## src/sv/gmpc_pkg.sv

```systemverilog
// ----------------------------------------------------------------------------
// gmpc_pkg
// types and constants shared by the grid minimum path cost unit
// ----------------------------------------------------------------------------
`default_nettype none

package gmpc_pkg;

	localparam int COST_W     = 8;
	localparam int BEST_W     = 16;
	localparam int CFG_IDX_W  = 2;
	localparam int CFG_DATA_W = 7;
	localparam int ROWS_CFG_W = 5;
	localparam int COLS_CFG_W = 7;
	localparam int STEP_CFG_W = 4;

	// register indexes
	localparam logic [CFG_IDX_W-1:0] REG_ROWS_IN_USE  = 2'd0;
	localparam logic [CFG_IDX_W-1:0] REG_COLS_IN_USE  = 2'd1;
	localparam logic [CFG_IDX_W-1:0] REG_MAX_ROW_STEP = 2'd2;

	localparam logic [ROWS_CFG_W-1:0] ROWS_RESET = 5'd4;
	localparam logic [COLS_CFG_W-1:0] COLS_RESET = 7'd5;
	localparam logic [STEP_CFG_W-1:0] STEP_RESET = 4'd1;
	localparam logic [BEST_W-1:0]     BEST_MAX   = 16'hFFFF;

	typedef struct packed {
		logic load;    // take a cell and set up its window
		logic scan;    // read one previous-column entry
		logic finish;  // form the result, store it, step the counters
	} dp_cmd_t;

	typedef struct packed {
		logic col_zero;   // current cell is in the first column
		logic scan_last;  // read address is the top of the window
		logic out_free;   // result register can take a new result
	} dp_status_t;

endpackage

`default_nettype wire

```

## src/sv/gmpc_ram.sv

```systemverilog
// ----------------------------------------------------------------------------
// gmpc_ram
// generic single write, single read ram with registered read data
// ----------------------------------------------------------------------------
`default_nettype none

module gmpc_ram #(
	parameter int WIDTH = 16,
	parameter int DEPTH = 32
) (
	input  wire logic                     clk,
	input  wire logic                     wr_en,
	input  wire logic [$clog2(DEPTH)-1:0] wr_addr,
	input  wire logic [WIDTH-1:0]         wr_data,
	input  wire logic [$clog2(DEPTH)-1:0] rd_addr,
	output logic      [WIDTH-1:0]         rd_data
);

	logic [WIDTH-1:0] mem_q [DEPTH];

	always_ff @(posedge clk) begin
		if (wr_en) begin
			mem_q[wr_addr] <= wr_data;
		end
		rd_data <= mem_q[rd_addr];
	end

endmodule

`default_nettype wire

```

## src/sv/gmpc_ctrl.sv

```systemverilog
// ----------------------------------------------------------------------------
// gmpc_ctrl
// sequencer for one cell: accept, scan and drain (later columns only), result
// ----------------------------------------------------------------------------
`default_nettype none

module gmpc_ctrl
	import gmpc_pkg::*;
(
	input  wire logic       clk,
	input  wire logic       arst_n,
	input  wire logic       cell_valid,
	output logic            cell_stall,
	input  wire dp_status_t status,
	output dp_cmd_t         cmd
);

	localparam logic [1:0] S_IDLE   = 2'd0;
	localparam logic [1:0] S_SCAN   = 2'd1;
	localparam logic [1:0] S_DRAIN  = 2'd2;
	localparam logic [1:0] S_FINISH = 2'd3;

	logic [1:0] state_q;
	logic [1:0] state_d;

	assign cell_stall = (state_q != S_IDLE);

	always_comb begin
		state_d    = state_q;
		cmd.load   = 1'b0;
		cmd.scan   = 1'b0;
		cmd.finish = 1'b0;
		case (state_q)
			S_IDLE: begin
				if (cell_valid) begin
					cmd.load = 1'b1;
					state_d  = status.col_zero ? S_FINISH : S_SCAN;
				end
			end
			S_SCAN: begin
				cmd.scan = 1'b1;
				if (status.scan_last) begin
					state_d = S_DRAIN;
				end
			end
			// last read data lands in the minimum here
			S_DRAIN: begin
				state_d = S_FINISH;
			end
			S_FINISH: begin
				if (status.out_free) begin
					cmd.finish = 1'b1;
					state_d    = S_IDLE;
				end
			end
			default: begin
				state_d = S_IDLE;
			end
		endcase
	end

	always_ff @(posedge clk or negedge arst_n) begin
		if (!arst_n) begin
			state_q <= S_IDLE;
		end else begin
			state_q <= state_d;
		end
	end

endmodule

`default_nettype wire

```

## src/sv/gmpc_dp.sv

```systemverilog
// ----------------------------------------------------------------------------
// gmpc_dp
// datapath: registers, counters, column store, window minimum, result register
// ----------------------------------------------------------------------------
`default_nettype none

module gmpc_dp
	import gmpc_pkg::*;
#(
	parameter int MAX_ROWS = 16,
	parameter int MAX_COLS = 64
) (
	input  wire logic                  clk,
	input  wire logic                  arst_n,
	input  wire logic                  wr_en,
	input  wire logic [CFG_IDX_W-1:0]  wr_index,
	input  wire logic [CFG_DATA_W-1:0] wr_data,
	input  wire logic [COST_W-1:0]     cell_cost,
	input  wire dp_cmd_t               cmd,
	output dp_status_t                 status,
	output logic                       result_valid,
	input  wire logic                  result_stall,
	output logic      [BEST_W-1:0]     best_cost,
	output logic                       grid_done,
	output logic      [BEST_W-1:0]     total_min
);

	localparam int RW  = (MAX_ROWS > 1) ? $clog2(MAX_ROWS) : 1;
	localparam int CW  = (MAX_COLS > 1) ? $clog2(MAX_COLS) : 1;
	localparam int RXW = ($clog2(MAX_ROWS + 1) > ROWS_CFG_W) ? $clog2(MAX_ROWS + 1) : ROWS_CFG_W;
	localparam int CXW = ($clog2(MAX_COLS + 1) > COLS_CFG_W) ? $clog2(MAX_COLS + 1) : COLS_CFG_W;
	localparam int SW  = ((RW > STEP_CFG_W) ? RW : STEP_CFG_W) + 1;
	localparam int AW  = RW + 1;

	// configuration
	logic [ROWS_CFG_W-1:0] rows_in_use_q;
	logic [COLS_CFG_W-1:0] cols_in_use_q;
	logic [STEP_CFG_W-1:0] max_row_step_q;
	logic                  cfg_hit;

	// grid position
	logic [RW-1:0]     row_q;
	logic [CW-1:0]     col_q;
	logic              bank_q;
	logic [BEST_W-1:0] running_min_q;

	// per cell working registers
	logic [COST_W-1:0] cost_q;
	logic              first_q;
	logic [RW-1:0]     idx_q;
	logic [RW-1:0]     hi_q;
	logic [BEST_W-1:0] min_q;
	logic              acc_v_s1;

	logic [RXW-1:0] rows_x;
	logic [RXW-1:0] rows_eff;
	logic [CXW-1:0] cols_x;
	logic [CXW-1:0] cols_eff;
	logic [RW-1:0]  row_last;
	logic [CW-1:0]  col_last;

	logic [SW-1:0]     row_x;
	logic [SW-1:0]     step_x;
	logic [SW-1:0]     hi_raw;
	logic [RW-1:0]     lo_d;
	logic [RW-1:0]     hi_d;
	logic [BEST_W:0]   sum;
	logic [BEST_W-1:0] best;
	logic              last_row;
	logic              last_col;
	logic [BEST_W-1:0] run_min_d;
	logic [BEST_W-1:0] rd_data;

	assign cfg_hit = wr_en && (wr_index == REG_ROWS_IN_USE || wr_index == REG_COLS_IN_USE
		|| wr_index == REG_MAX_ROW_STEP);

	// counts of zero act as one, counts above MAX_ROWS or MAX_COLS clamp to that limit
	assign rows_x   = RXW'(rows_in_use_q);
	assign rows_eff = (rows_x == '0) ? RXW'(1) :
		((rows_x > RXW'(MAX_ROWS)) ? RXW'(MAX_ROWS) : rows_x);
	assign row_last = RW'(rows_eff - RXW'(1));
	assign cols_x   = CXW'(cols_in_use_q);
	assign cols_eff = (cols_x == '0) ? CXW'(1) :
		((cols_x > CXW'(MAX_COLS)) ? CXW'(MAX_COLS) : cols_x);
	assign col_last = CW'(cols_eff - CXW'(1));

	// window bounds for the row being accepted
	assign row_x  = SW'(row_q);
	assign step_x = SW'(max_row_step_q);
	assign lo_d   = (row_x > step_x) ? RW'(row_x - step_x) : '0;
	assign hi_raw = row_x + step_x;
	assign hi_d   = (hi_raw > SW'(row_last)) ? row_last : RW'(hi_raw);

	assign sum  = {1'b0, min_q} + (BEST_W + 1)'(cost_q);
	assign best = first_q ? BEST_W'(cost_q) : (sum[BEST_W] ? BEST_MAX : sum[BEST_W-1:0]);

	assign last_row  = (row_q == row_last);
	assign last_col  = (col_q == col_last);
	assign run_min_d = (last_col && best < running_min_q) ? best : running_min_q;

	assign status.col_zero  = (col_q == '0);
	assign status.scan_last = (idx_q == hi_q);
	assign status.out_free  = !result_valid || !result_stall;

	// two banks: current column written, previous column read
	gmpc_ram #(
		.WIDTH (BEST_W),
		.DEPTH (1 << AW)
	) u_col_ram (
		.clk     (clk),
		.wr_en   (cmd.finish),
		.wr_addr ({bank_q, row_q}),
		.wr_data (best),
		.rd_addr ({~bank_q, idx_q}),
		.rd_data (rd_data)
	);

	always_ff @(posedge clk or negedge arst_n) begin
		if (!arst_n) begin
			rows_in_use_q  <= ROWS_RESET;
			cols_in_use_q  <= COLS_RESET;
			max_row_step_q <= STEP_RESET;
			row_q          <= '0;
			col_q          <= '0;
			bank_q         <= 1'b0;
			running_min_q  <= BEST_MAX;
			acc_v_s1       <= 1'b0;
			result_valid   <= 1'b0;
		end else begin
			acc_v_s1 <= cmd.scan;
			if (cmd.finish) begin
				result_valid <= 1'b1;
			end else if (!result_stall) begin
				result_valid <= 1'b0;
			end
			if (cfg_hit) begin
				case (wr_index)
					REG_ROWS_IN_USE:  rows_in_use_q  <= wr_data[ROWS_CFG_W-1:0];
					REG_COLS_IN_USE:  cols_in_use_q  <= wr_data[COLS_CFG_W-1:0];
					REG_MAX_ROW_STEP: max_row_step_q <= wr_data[STEP_CFG_W-1:0];
					default: begin
					end
				endcase
				// any register write restarts the grid
				row_q         <= '0;
				col_q         <= '0;
				running_min_q <= BEST_MAX;
			end else if (cmd.finish) begin
				if (last_row) begin
					row_q  <= '0;
					bank_q <= ~bank_q;
					if (last_col) begin
						col_q         <= '0;
						running_min_q <= BEST_MAX;
					end else begin
						col_q         <= col_q + CW'(1);
						running_min_q <= run_min_d;
					end
				end else begin
					row_q         <= row_q + RW'(1);
					running_min_q <= run_min_d;
				end
			end
		end
	end

	always_ff @(posedge clk) begin
		if (cmd.load) begin
			cost_q  <= cell_cost;
			first_q <= (col_q == '0);
			idx_q   <= lo_d;
			hi_q    <= hi_d;
			min_q   <= BEST_MAX;
		end else begin
			if (cmd.scan) begin
				idx_q <= idx_q + RW'(1);
			end
			if (acc_v_s1 && rd_data < min_q) begin
				min_q <= rd_data;
			end
		end
		if (cmd.finish) begin
			best_cost <= best;
			grid_done <= last_row && last_col;
			total_min <= (last_row && last_col) ? run_min_d : '0;
		end
	end

endmodule

`default_nettype wire

```

## src/sv/grid_min_path_cost_unit.sv

```systemverilog
// ----------------------------------------------------------------------------
// grid_min_path_cost_unit
// minimum cost path through a grid, best costs of two columns kept at a time
// ----------------------------------------------------------------------------
// cells arrive on cell_cost/cell_valid/cell_stall in column-major order and
// each transfer gives exactly one result on best_cost, grid_done, total_min
// with result_valid/result_stall. grid_done marks the last cell of a grid,
// and total_min then holds the minimum over the last column (zero otherwise).
// a first-column cell goes from the transfer straight to the finish state;
// a later cell scans its previous-column window (up to 2*max_row_step+1 rows,
// clipped at the grid edges) and passes a drain state. the window is read one
// entry a cycle from the single read port of the column ram, which sets the
// rate; cell_stall is high from the transfer until the result is registered.
// the result register lets the next cell be taken while a result waits; a
// held result_stall keeps the result and holds the next cell in its last
// cycle until the register frees. reset restores rows 4, columns 5, step 1
// and the start of a grid; a wr_en write to index 0-2 also restarts the grid.
// ----------------------------------------------------------------------------
`default_nettype none

module grid_min_path_cost_unit
	import gmpc_pkg::*;
#(
	parameter int MAX_ROWS = 16,
	parameter int MAX_COLS = 64
) (
	input  wire logic                  clk,
	input  wire logic                  arst_n,
	input  wire logic                  wr_en,
	input  wire logic [CFG_IDX_W-1:0]  wr_index,
	input  wire logic [CFG_DATA_W-1:0] wr_data,
	input  wire logic                  cell_valid,
	output logic                       cell_stall,
	input  wire logic [COST_W-1:0]     cell_cost,
	output logic                       result_valid,
	input  wire logic                  result_stall,
	output logic      [BEST_W-1:0]     best_cost,
	output logic                       grid_done,
	output logic      [BEST_W-1:0]     total_min
);

	dp_cmd_t    cmd;
	dp_status_t status;

	gmpc_ctrl u_ctrl (
		.clk        (clk),
		.arst_n     (arst_n),
		.cell_valid (cell_valid),
		.cell_stall (cell_stall),
		.status     (status),
		.cmd        (cmd)
	);

	gmpc_dp #(
		.MAX_ROWS (MAX_ROWS),
		.MAX_COLS (MAX_COLS)
	) u_dp (
		.clk          (clk),
		.arst_n       (arst_n),
		.wr_en        (wr_en),
		.wr_index     (wr_index),
		.wr_data      (wr_data),
		.cell_cost    (cell_cost),
		.cmd          (cmd),
		.status       (status),
		.result_valid (result_valid),
		.result_stall (result_stall),
		.best_cost    (best_cost),
		.grid_done    (grid_done),
		.total_min    (total_min)
	);

endmodule

`default_nettype wire

```

## config.mk

```make
export PLATFORM = sky130hd
export DESIGN_NAME = grid_min_path_cost_unit
export DESIGN_NICKNAME = d
export VERILOG_FILES = /design/src/sv/gmpc_pkg.sv /design/src/sv/gmpc_ram.sv /design/src/sv/gmpc_ctrl.sv /design/src/sv/gmpc_dp.sv /design/src/sv/grid_min_path_cost_unit.sv
export SDC_FILE = /design/constraint.sdc
export NUM_CORES = 1
export LEC_CHECK = 0
export CORE_UTILIZATION = 53
export DETAILED_ROUTE_END_ITERATION = 8
export DONT_BUFFER_PORTS = 1
export PLACE_DENSITY = 0.65
export SYNTH_ARGS = -nofsm -noshare
export SYNTH_HDL_FRONTEND = slang
export SYNTH_SLANG_ARGS = --single-unit
```

## constraint.sdc

```tcl
create_clock -name clk -period 7.95 [get_ports clk]
set_input_delay 1.59 -clock clk [delete_from_list [all_inputs] [get_ports clk]]
set_output_delay 1.59 -clock clk [all_outputs]
set_load 0.02 [all_outputs]
```

==> impl_results.rst, run 1 <==
.. list-table::
   :header-rows: 1

   * - Metric
     - Value
   * - Non-filler cells in the finished layout
     - approximately 2500
   * - Area grow syn2layout
     - 11.61%
   * - Cts repair resizes
     - 0
   * - Cell count of the worst reg-to-reg path
     - 17
   * - Sequential share of the synthesized area
     - between 60 and 70%
   * - Top flip-flop cell by instance count after synthesis
     - sky130_fd_sc_hd__edfxtp_1
   * - Post-synth ARST share
     - approximately 7.3%
   * - Net switching power figure
     - roughly 3.8 mW
   * - Fraction of power spent switching nets
     - about a third
   * - Worst-case clock buffer depth
     - 3
   * - # setup viols final
     - 0
   * - Syn Nets
     - approximately 1800
   * - Max Fclk
     - 199.5 MHz
   * - Yosys reg bits
     - 641
   * - Placed Cells
     - around 2400
   * - DR vias
     - around 15000
   * - Startpoint of the worst setup timing path
     - u_dp.cost_q[0]$_DFFE_PP_
   * - Avg Cell Area, Syn
     - roughly 16 sq um
   * - Place WS
     - 2934 ps
   * - Clock-pin slew of the registers on the worst-case setup and hold paths
     - ~60 ps
   * - Post-Route WL
     - ~64 mm
   * - Die area
     - 52160 sq um
   * - Static leakage
     - between 10 and 15 nW
   * - Average vias per placed instance
     - between 6 and 7
   * - Top cells by instance count after synthesis
     - sky130_fd_sc_hd__edfxtp_1 (562), sky130_fd_sc_hd__mux2i_1 (151), sky130_fd_sc_hd__nand2_1 (98)
   * - Proportion of power drawn by combinational gates
     - around a third
   * - Count of unique library cells instantiated by Yosys
     - 68
   * - Hold crit path type
     - register to register
   * - Largest area contributor in the netlist
     - sky130_fd_sc_hd__edfxtp_1
   * - Std-Cell Rows
     - 82
   * - Warnings, synthesis
     - 0
   * - Total clock sinks
     - between 600 and 700
   * - Worst endpoint data arrival time
     - 5340 ps
   * - Mean routed wirelength per cell
     - roughly 26 microns
   * - Number of input and output port buffers inserted
     - 0
   * - Post-Syn Area
     - between 20000 and 30000 sq um
   * - Beginning of the worst hold path
     - u_dp.u_col_ram.rd_data[1]$_DFF_P_
   * - Sum Neg Setup Slack
     - 0 ps
   * - Final setup skew
     - between 30 and 40 ps
   * - Aggregate global routing overflow
     - 0
   * - Part of the total power dissipated in sequential elements
     - approximately two fifths
   * - Count of max-cap constraint violations
     - 0
   * - Clock insertion delay at the later pin of the skew report
     - ~620 ps
   * - Cell with the most instances after synthesis
     - sky130_fd_sc_hd__edfxtp_1
   * - Fillers
     - 3776
   * - Final #Nets
     - about 1900
   * - Critical path endpoint category
     - register
   * - H-tree depth reported by CTS
     - 3
   * - Slew HR
     - between 30% and 40%
   * - First-pass iteration count of the detailed router
     - 5
   * - R2R setup slack
     - around 3000 ps
   * - Die W
     - 228.4 microns
   * - Antenna violations before repair
     - 1
   * - Status
     - complete, no violations
   * - Global-route wire length before repair
     - roughly 96 mm
   * - End-of-flow core utilization
     - 60.17%
   * - Worst EP required
     - between 8000 and 9000 ps
   * - Half-perimeter wire length after detailed placement
     - around 37 mm
   * - PD cells
     - between 300 and 400 nW/um^2
   * - Std-Cell Core Area
     - 50380 sq um
   * - Ratio of cells with drive above 1 in the final layout
     - 15.81%
   * - IO Count
     - 57
   * - Global-route usage over all layers
     - between 20% and 30%
   * - Hold_buf cts
     - 0
   * - Vertical die dimension
     - around 230 microns
   * - Critical path startpoint category
     - register
   * - Fraction of post-synthesis cell area in the top cell type by area
     - between 60 and 70%
   * - Count of routing violations after the opening detailed-route iteration
     - about 1500
   * - Setup repair after global routing missed its margin
     - false
   * - Worst-margin pin slew
     - 934.0 ps
   * - CTS tree
     - yes
   * - Num CTS Buffers
     - 66
   * - Maximum fanout encountered on the critical timing path
     - 48
   * - Number of global-route vias before repair
     - roughly 15000
   * - Clock Power Share
     - 27.1%
   * - Total count of max-transition violations in the final report
     - 0
   * - Pin count of the biggest net entering global routing
     - ~110
   * - Internal cell power
     - between 7 and 8 mW
   * - Critical setup path kind
     - register to register
   * - Number of buffers inserted by post-CTS setup repair
     - 0
   * - Routability-driven placement congestion ratio
     - about 0.87
   * - Initial standard-cell utilization of the core
     - a little over half
   * - Total count of hold-check failures in the final report
     - 0
   * - Leading cell types by total area after synthesis
     - sky130_fd_sc_hd__edfxtp_1 (62%), sky130_fd_sc_hd__mux2i_1 (5.6%), sky130_fd_sc_hd__mux4_2 (5.3%)
   * - Antenna viol nets, final
     - 0
   * - Shortest period the worst path allows
     - about 5000 ps
   * - Number of instances in the synthesized netlist
     - ~1700
   * - Count of flip-flops with a built-in enable after synthesis
     - about 560
   * - Number of remaining DRC errors
     - 0
   * - Tcrit/Tclk final
     - 63.05%
   * - Crit path capture
     - u_dp.total_min[7]$_SDFFCE_PN0P_
   * - End of the worst register-to-register path
     - u_dp.total_min[7]$_SDFFCE_PN0P_
   * - PnR worst setup slack
     - 2938 ps
   * - Highest ir drop seen on vdd
     - 0.2741 mV
   * - Reg2Reg Launch Point
     - u_dp.cost_q[0]$_DFFE_PP_
   * - Clock root cell
     - sky130_fd_sc_hd__clkbuf_16
-- worst max-delay path: stages (launching register included) --
cell and delay, ps:
sky130_fd_sc_hd__edfxtp_1 390, sky130_fd_sc_hd__ha_1 240, sky130_fd_sc_hd__fa_1 440, sky130_fd_sc_hd__a211oi_1 420, sky130_fd_sc_hd__o21a_1 310, sky130_fd_sc_hd__or3_1 230
sky130_fd_sc_hd__and2_1 190, sky130_fd_sc_hd__a311oi_4 90, sky130_fd_sc_hd__buf_4 260, sky130_fd_sc_hd__ha_1 370, sky130_fd_sc_hd__a21o_1 160, sky130_fd_sc_hd__a21o_1 160
sky130_fd_sc_hd__a221oi_1 270, sky130_fd_sc_hd__o31ai_1 150, sky130_fd_sc_hd__a211oi_4 160, sky130_fd_sc_hd__buf_4 530, sky130_fd_sc_hd__mux2i_1 280, sky130_fd_sc_hd__nor2_1 60
-- through the flow --
stage	total power, mW	hold WS (ps)	area [sq um]
2_1_floorplan	6.907	452.5	27160
3_3_place_gp	8.008	477.2	28230
3_5_place_dp	8.078	483.6	28230
4_1_cts	11.06	497.7	30310
5_1_grt	11.52	513.4	30310
6_report	11.00	496.7	30310
-- routing by layer --
metal	part of all wire (%)	GRT usage (%)	wire, microns
met2	46	38.68	29540
met4	2.9	8.305	1833
met1	44	35.04	27640
met3	7.1	4.953	4519
met5	0	0	0
-- how the worst min path moves through the flow --
stage | end | slack [ps] | depth (start not counted)
floorplan | u_dp.min_q[0]$_SDFFE_PP1P_ | 450 | 2
global placement | u_dp.min_q[15]$_SDFFE_PP1P_ | 480 | 2
detailed placement | u_dp.min_q[6]$_SDFFE_PP1P_ | 480 | 2
CTS | u_dp.min_q[6]$_SDFFE_PP1P_ | 500 | 2
global route | u_dp.min_q[2]$_SDFFE_PP1P_ | 510 | 2
finish | u_dp.min_q[1]$_SDFFE_PP1P_ | 500 | 2
-- cell usage in the layout, fill, tap and decap left out, types with 6 or more instances in the layout --
master                      count
sky130_fd_sc_hd__edfxtp_1     562
sky130_fd_sc_hd__mux2i_1      151
sky130_fd_sc_hd__nand2_1       97
sky130_fd_sc_hd__nor2_1        83
sky130_fd_sc_hd__o221ai_1      80
sky130_fd_sc_hd__clkbuf_16     69
sky130_fd_sc_hd__mux4_2        64
sky130_fd_sc_hd__ha_1          64
sky130_fd_sc_hd__buf_4         59
sky130_fd_sc_hd__inv_1         57
sky130_fd_sc_hd__o21ai_0       46
sky130_fd_sc_hd__nand3_1       44
sky130_fd_sc_hd__a21oi_1       42
sky130_fd_sc_hd__dfxtp_1       32
sky130_fd_sc_hd__dfrtp_1       27
sky130_fd_sc_hd__nor3_1        24
sky130_fd_sc_hd__o22ai_1       20
sky130_fd_sc_hd__dfstp_2       20
sky130_fd_sc_hd__nor4_1        19
sky130_fd_sc_hd__clkinv_2      17
sky130_fd_sc_hd__xor2_1        16
sky130_fd_sc_hd__mux2_2        16
sky130_fd_sc_hd__a21o_1        15
sky130_fd_sc_hd__clkinv_1      15
sky130_fd_sc_hd__nand2b_1      13
sky130_fd_sc_hd__xnor2_1       11
sky130_fd_sc_hd__a211oi_2      10
sky130_fd_sc_hd__clkbuf_1       9
sky130_fd_sc_hd__nand4_1        8
sky130_fd_sc_hd__o211ai_1       8
sky130_fd_sc_hd__and3_1         7
sky130_fd_sc_hd__nor4b_1        7
sky130_fd_sc_hd__or3_1          6
sky130_fd_sc_hd__nor2b_1        6
-- kinds of logic after synthesis --
family                     Yosys count  share of synthesized area [%]
and+or+nand+nor                    344                          6.118
DFF                                641                          68.92
adders and majority gates           67                          3.170
muxes                              231                          11.54
buffers and inverters              150                          2.303
AOI/OAI and AO/OA                  265                          7.085
xor gates and xnor gates            27                         0.8707
-- sequential cells by signal, summed over array words and instances (netlist names) --
register / flops
u_dp.u_col_ram.mem_q: 512
u_dp.best_cost: 16
u_dp.min_q: 16
u_dp.running_min_q: 16
u_dp.total_min: 16
u_dp.u_col_ram.rd_data: 16
u_dp.cost_q: 8
u_dp.cols_in_use_q: 7
u_dp.col_q: 6
u_dp.rows_in_use_q: 5
u_dp.hi_q: 4
u_dp.idx_q: 4
u_dp.max_row_step_q: 4
u_dp.row_q: 4
u_ctrl.state_q: 2
u_dp.acc_v_s1: 1
u_dp.bank_q: 1
u_dp.first_q: 1
u_dp.grid_done: 1
u_dp.result_valid: 1
-- power groups by stage --
stage	sequential, mW	clock (mW)	combinational [mW]
2_1_floorplan	4.44	0	2.46
3_3_place_gp	4.52	0	3.48
3_5_place_dp	4.53	0	3.55
4_1_cts	4.47	3.03	3.57
5_1_grt	4.51	3.15	3.87
6_report	4.47	2.98	3.55
-- final cells by class --
class	count	area, sq um	share of cell area (%)
Multi-Input combinational cell	934	7955	26.24
Timing Repair Buffer	61	483.0	1.593
Clock inverter	40	306.5	1.011
Clock buffer	79	1774	5.853
Tap cell	672	840.8	2.774
Inverter	60	230.2	0.7595
Sequential cell	641	18720	61.75
Antenna cell	2	5.005	0.01651
Note: power is estimated with default switching activity, not from simulation.
==> run 2, diff against run 1 <==
--- a/config.mk
+++ b/config.mk
@@ -5,6 +5,7 @@
 export SDC_FILE = /design/constraint.sdc
 export NUM_CORES = 1
 export LEC_CHECK = 0
+export ABC_AREA = 1
 export CORE_UTILIZATION = 53
 export DETAILED_ROUTE_END_ITERATION = 8
 export DONT_BUFFER_PORTS = 1
==> constraint.sdc (replaced) <==
create_clock -name clk -period 5 [get_ports clk]
set_input_delay 1 -clock clk [delete_from_list [all_inputs] [get_ports clk]]
set_output_delay 1 -clock clk [all_outputs]
set_load 0.02 [all_outputs]
==> run 2 against run 1 <==
  * Cell count is 23% higher
  * Critical path depth is 8 higher
  * Utilization grew 0.24 points
  * Via count grew 18%
  * Critical endpoint is now u_dp.total_min[0]$_SDFFCE_PN0P_
  * Largest cell class unchanged
==> impl_results.rst, run 2 <==
.. list-table::
   :header-rows: 1

   * - Metric
     - Value
   * - Status
     - complete, no violations
   * - H-tree depth reported by CTS
     - 3 (unchanged)
   * - Worst-case clock buffer depth
     - 3 (unchanged)
   * - CTS tree
     - yes
   * - Critical path startpoint category
     - register
   * - Clock insertion delay at the later pin of the skew report
     - 610 ps (about the same)
   * - WP buf/inv
     - 6 (+4)
   * - Count of max-cap constraint violations
     - 0 (unchanged)
   * - Number of instances in the synthesized netlist
     - 2327 (+35%)
   * - Routability-driven placement congestion ratio
     - 0.8573 (-1.9%)
   * - Number of flip-flops under the largest register name
     - 512 (unchanged)
   * - Share of synthesized cell area in and, or, nand and nor gates
     - 11.35% (+5.2 points)
   * - Slew HR
     - 32.68% (-5.1 points)
   * - Total count of max-transition violations in the final report
     - 0 (unchanged)
   * - Count of unique library cells instantiated by Yosys
     - 44 (-35%)
   * - Vertical die dimension
     - 228.5 microns (about the same)
   * - Reg2Reg Launch Point
     - u_dp.cost_q[0]$_DFFE_PP_
   * - End of the worst register-to-register path
     - u_dp.total_min[0]$_SDFFCE_PN0P_
   * - Yosys reg bits
     - 641 (unchanged)
   * - Leading cell types by total area after synthesis
     - sky130_fd_sc_hd__edfxtp_1 (62%), sky130_fd_sc_hd__o21ai_0 (6.4%), sky130_fd_sc_hd__nor2_1 (5.5%)
   * - Largest family of logic cells by synthesized area
     - compound AO/OA/AOI/OAI gates
   * - Hold_buf cts
     - 0 (unchanged)
   * - Die area
     - 52200 sq um (about the same)
   * - Global-route usage over all layers
     - 27.34% (+2.6 points)
   * - Slowest Stage Delay on Critical Path
     - 410 ps (-120 ps)
   * - Area share of fa/ha/maj cells after synthesis
     - 3.167% (about the same)
   * - Half-perimeter wire length after detailed placement
     - 41.36 mm (+13%)
   * - DR vias
     - 18240 (+18%)
   * - Std-Cell Core Area
     - 50380 sq um (unchanged)
   * - Number of global-route vias before repair
     - 17640 (+14%)
   * - Syn Nets
     - 2416 (+33%)
   * - Top cells by instance count after synthesis
     - sky130_fd_sc_hd__edfxtp_1 (562), sky130_fd_sc_hd__nor2_1 (397), sky130_fd_sc_hd__o21ai_0 (350)
   * - Most common cell after layout, fill and taps aside
     - sky130_fd_sc_hd__edfxtp_1
   * - Pin count of the biggest net entering global routing
     - 193 (+77%)
   * - # setup viols final
     - 0 (unchanged)
   * - Worst-margin pin slew
     - 1010 ps (+75.84 ps)
   * - Total count of hold-check failures in the final report
     - 0 (unchanged)
   * - Met1 Resource Use GR
     - 36.78% (+1.7 points)
   * - Hold crit path type
     - input pin to asynchronous set/reset pin
   * - Busiest metal layer after global routing
     - met2
   * - Count of flip-flops with a built-in enable after synthesis
     - 562 (unchanged)
   * - Post-Syn Area
     - 27180 sq um (about the same)
   * - End-of-flow core utilization
     - 60.42% (+0.24 points)
   * - GR Util met3
     - 5.601% (+0.65 points)
   * - Antenna diode count
     - 0 (-2)
   * - Post-Route WL
     - 71.28 mm (+12%)
   * - Place WS
     - 689.6 ps (-2244 ps)
   * - Grt met2 use
     - 44.02% (+5.3 points)
   * - Count of routing violations after the opening detailed-route iteration
     - 1976 (+33%)
   * - Multiplexer share of the synthesized area
     - 0.07824% (-11 points)
   * - Number of remaining DRC errors
     - 0 (unchanged)
   * - Largest Register
     - u_dp.u_col_ram.mem_q
   * - Die W
     - 228.5 microns (about the same)
   * - Static leakage
     - 11.09 nW (+3.6%)
   * - Max Fclk
     - 228.6 MHz (+15%)
   * - Top flip-flop cell by instance count after synthesis
     - sky130_fd_sc_hd__edfxtp_1
   * - Fillers
     - 3917 (+3.7%)
   * - Number of input and output port buffers inserted
     - 0 (unchanged)
   * - Aggregate global routing overflow
     - 0 (unchanged)
   * - Top library cells by usage in the layout, fill and taps aside
     - sky130_fd_sc_hd__edfxtp_1 (562), sky130_fd_sc_hd__nor2_1 (397), sky130_fd_sc_hd__o21ai_0 (350), sky130_fd_sc_hd__nand2_1 (207), sky130_fd_sc_hd__o22ai_1 (162)
   * - Warnings, synthesis
     - 0 (unchanged)
   * - Final #Nets
     - 2427 (+31%)
   * - Critical Path Most Common Cell
     - sky130_fd_sc_hd__nand2_1
   * - Worst endpoint data arrival time
     - 4700 ps (-640 ps)
   * - Cts repair resizes
     - 0 (unchanged)
   * - Std-Cell Rows
     - 82 (unchanged)
   * - Cell with the most instances after synthesis
     - sky130_fd_sc_hd__edfxtp_1
   * - Slowest cell on the critical path
     - sky130_fd_sc_hd__fa_1
   * - Shortest period the worst path allows
     - 4375 ps (-637.4 ps)
   * - Sequential share of the synthesized area
     - 68.85% (about the same)
   * - Avg Cell Area, Syn
     - 11.68 sq um (-26%)
   * - Critical setup path kind
     - register to register
   * - Average vias per placed instance
     - 5.955 (-4.1%)
   * - Clock root cell
     - sky130_fd_sc_hd__clkbuf_16
   * - Mean routed wirelength per cell
     - 23.27 microns (-8.8%)
   * - Worst EP required
     - 5320 ps (-2960 ps)
   * - Fraction of post-synthesis cell area in the top cell type by area
     - 62.08% (about the same)
   * - Critical path endpoint category
     - register
   * - Compound-cell area share of the yosys netlist
     - 11.88% (+4.8 points)
   * - PnR worst setup slack
     - 625.0 ps (-2313 ps)
   * - IO Count
     - 57 (unchanged)
   * - Tcrit/Tclk final
     - 87.50% (+24 points)
   * - Antenna violations before repair
     - 1 (unchanged)
   * - Number of buffers inserted by post-CTS setup repair
     - 0 (unchanged)
   * - Ratio of cells with drive above 1 in the final layout
     - 9.787% (-6.0 points)
   * - Cell count of the worst reg-to-reg path
     - 25 (+8)
   * - Setup repair after global routing missed its margin
     - false
   * - Final setup skew
     - 23.70 ps (-10.39 ps)
   * - Instance area after placement
     - 28160 sq um (-0.23%)
   * - Total clock sinks
     - 641 (unchanged)
   * - Delay-heaviest family, CP
     - simple AND/OR/NAND/NOR gates
   * - Initial standard-cell utilization of the core
     - 53.96% (about the same)
   * - Highest ir drop seen on vdd
     - 0.8179 mV (+200%)
   * - First-pass iteration count of the detailed router
     - 6 (+1)
   * - Post-synth ARST share
     - 7.332% (unchanged)
   * - Antenna viol nets, final
     - 0 (unchanged)
   * - Sum Neg Setup Slack
     - 0 ps (unchanged)
   * - Clock-pin slew of the registers on the worst-case setup and hold paths
     - 60 ps (about the same)
   * - Largest area contributor in the netlist
     - sky130_fd_sc_hd__edfxtp_1
   * - Num CTS Buffers
     - 68 (+3.0%)
   * - PD cells
     - 614.3 nW/um^2 (+69%)
   * - Maximum fanout encountered on the critical timing path
     - 35 (-27%)
   * - R2R setup slack
     - 630 ps (-2310 ps)
   * - Area grow syn2layout
     - 11.96%
   * - Finished layout cell area
     - 30440 sq um (+0.40%)
   * - Share of the synthesized netlist area taken by xor and xnor gates
     - 1.063% (+0.19 points)
   * - Global-route wire length before repair
     - 107.0 mm (+11%)
[run 2: changes by cell type after synthesis, moves of 27 or more]
cell,change
sky130_fd_sc_hd__nor2_1,+314
sky130_fd_sc_hd__nand2_1,+109
sky130_fd_sc_hd__nand3_1,+27
sky130_fd_sc_hd__mux4_2,-64
sky130_fd_sc_hd__mux2i_1,-150
sky130_fd_sc_hd__inv_1,+68
sky130_fd_sc_hd__o22ai_1,+142
sky130_fd_sc_hd__o21ai_0,+302
sky130_fd_sc_hd__clkbuf_1,+56
sky130_fd_sc_hd__o221ai_1,-77
[run 2: metal layers]
| metal | vias to the layer above | part of all wire [%] |
|---|---|---|
| li1 | 8382 | - |
| met1 | 8972 | 41 |
| met2 | 748 | 48 |
| met3 | 139 | 8.1 |
| met4 | 0 | 3.1 |
| met5 | - | 0 |
[run 2: how the worst max path moves through the flow]
stage                             start                               end  slack [ps]  depth (start not counted)
2_1_floorplan  u_dp.cost_q[0]$_DFFE_PP_  u_dp.total_min[10]$_SDFFCE_PN0P_         780                         19
3_3_place_gp   u_dp.cost_q[0]$_DFFE_PP_   u_dp.total_min[0]$_SDFFCE_PN0P_         750                         25
3_5_place_dp   u_dp.cost_q[0]$_DFFE_PP_   u_dp.total_min[2]$_SDFFCE_PN0P_         690                         25
4_1_cts        u_dp.cost_q[0]$_DFFE_PP_   u_dp.total_min[2]$_SDFFCE_PN0P_         670                         25
5_1_grt        u_dp.cost_q[0]$_DFFE_PP_   u_dp.total_min[0]$_SDFFCE_PN0P_         310                         25
6_report       u_dp.cost_q[0]$_DFFE_PP_   u_dp.total_min[0]$_SDFFCE_PN0P_         630                         25
[run 2: cells by family after synthesis]
logic type | count (synthesis)
buf+inv | 253
fa+ha+maj | 67
flops | 641
compound gates | 589
xor+xnor | 33
simple gates | 742
mux | 2
[run 2: cell type report]
class / instances / area (sq um) / share of cell area (%)
multi-input combinational: 1433 / 7566 / 24.86
timing repair buffer: 67 / 553.0 / 1.817
sequential: 641 / 18720 / 61.50
inverter: 127 / 483.0 / 1.587
clock buffer: 80 / 1810 / 5.949
tap: 672 / 840.8 / 2.763
clock inverter: 43 / 464.2 / 1.525
[run 2: report_power, final]
group	switching [mW]	leakage, nW	total, mW	internal, mW
clock	2.09	1.11	5.15	3.07
combinational	4.52	4.04	6.31	1.79
sequential	0.486	5.94	7.23	6.75
[run 2: worst register-to-register path, delay by kind of cell (launching register included)]
kind / cells / cell delay [ps]
flip-flops: 1 / 400
AND/OR/NAND/NOR: 14 / 1700
buffers and inverters: 6 / 770
AO/OA/AOI/OAI: 2 / 200
adder cells (fa/ha/maj): 3 / 1030
[run 2: per-stage QoR]
stage / hold slack (ps) / std cells / total power [mW]
finish: 97.91 / 3063 / 18.70
global route: 70.95 / 3063 / 19.58
CTS: 63.93 / 3063 / 18.73
detailed placement: 479.2 / 2940 / 13.58
global placement: 468.9 / 2940 / 13.47
floorplan: 453.0 / 2327 / 11.23
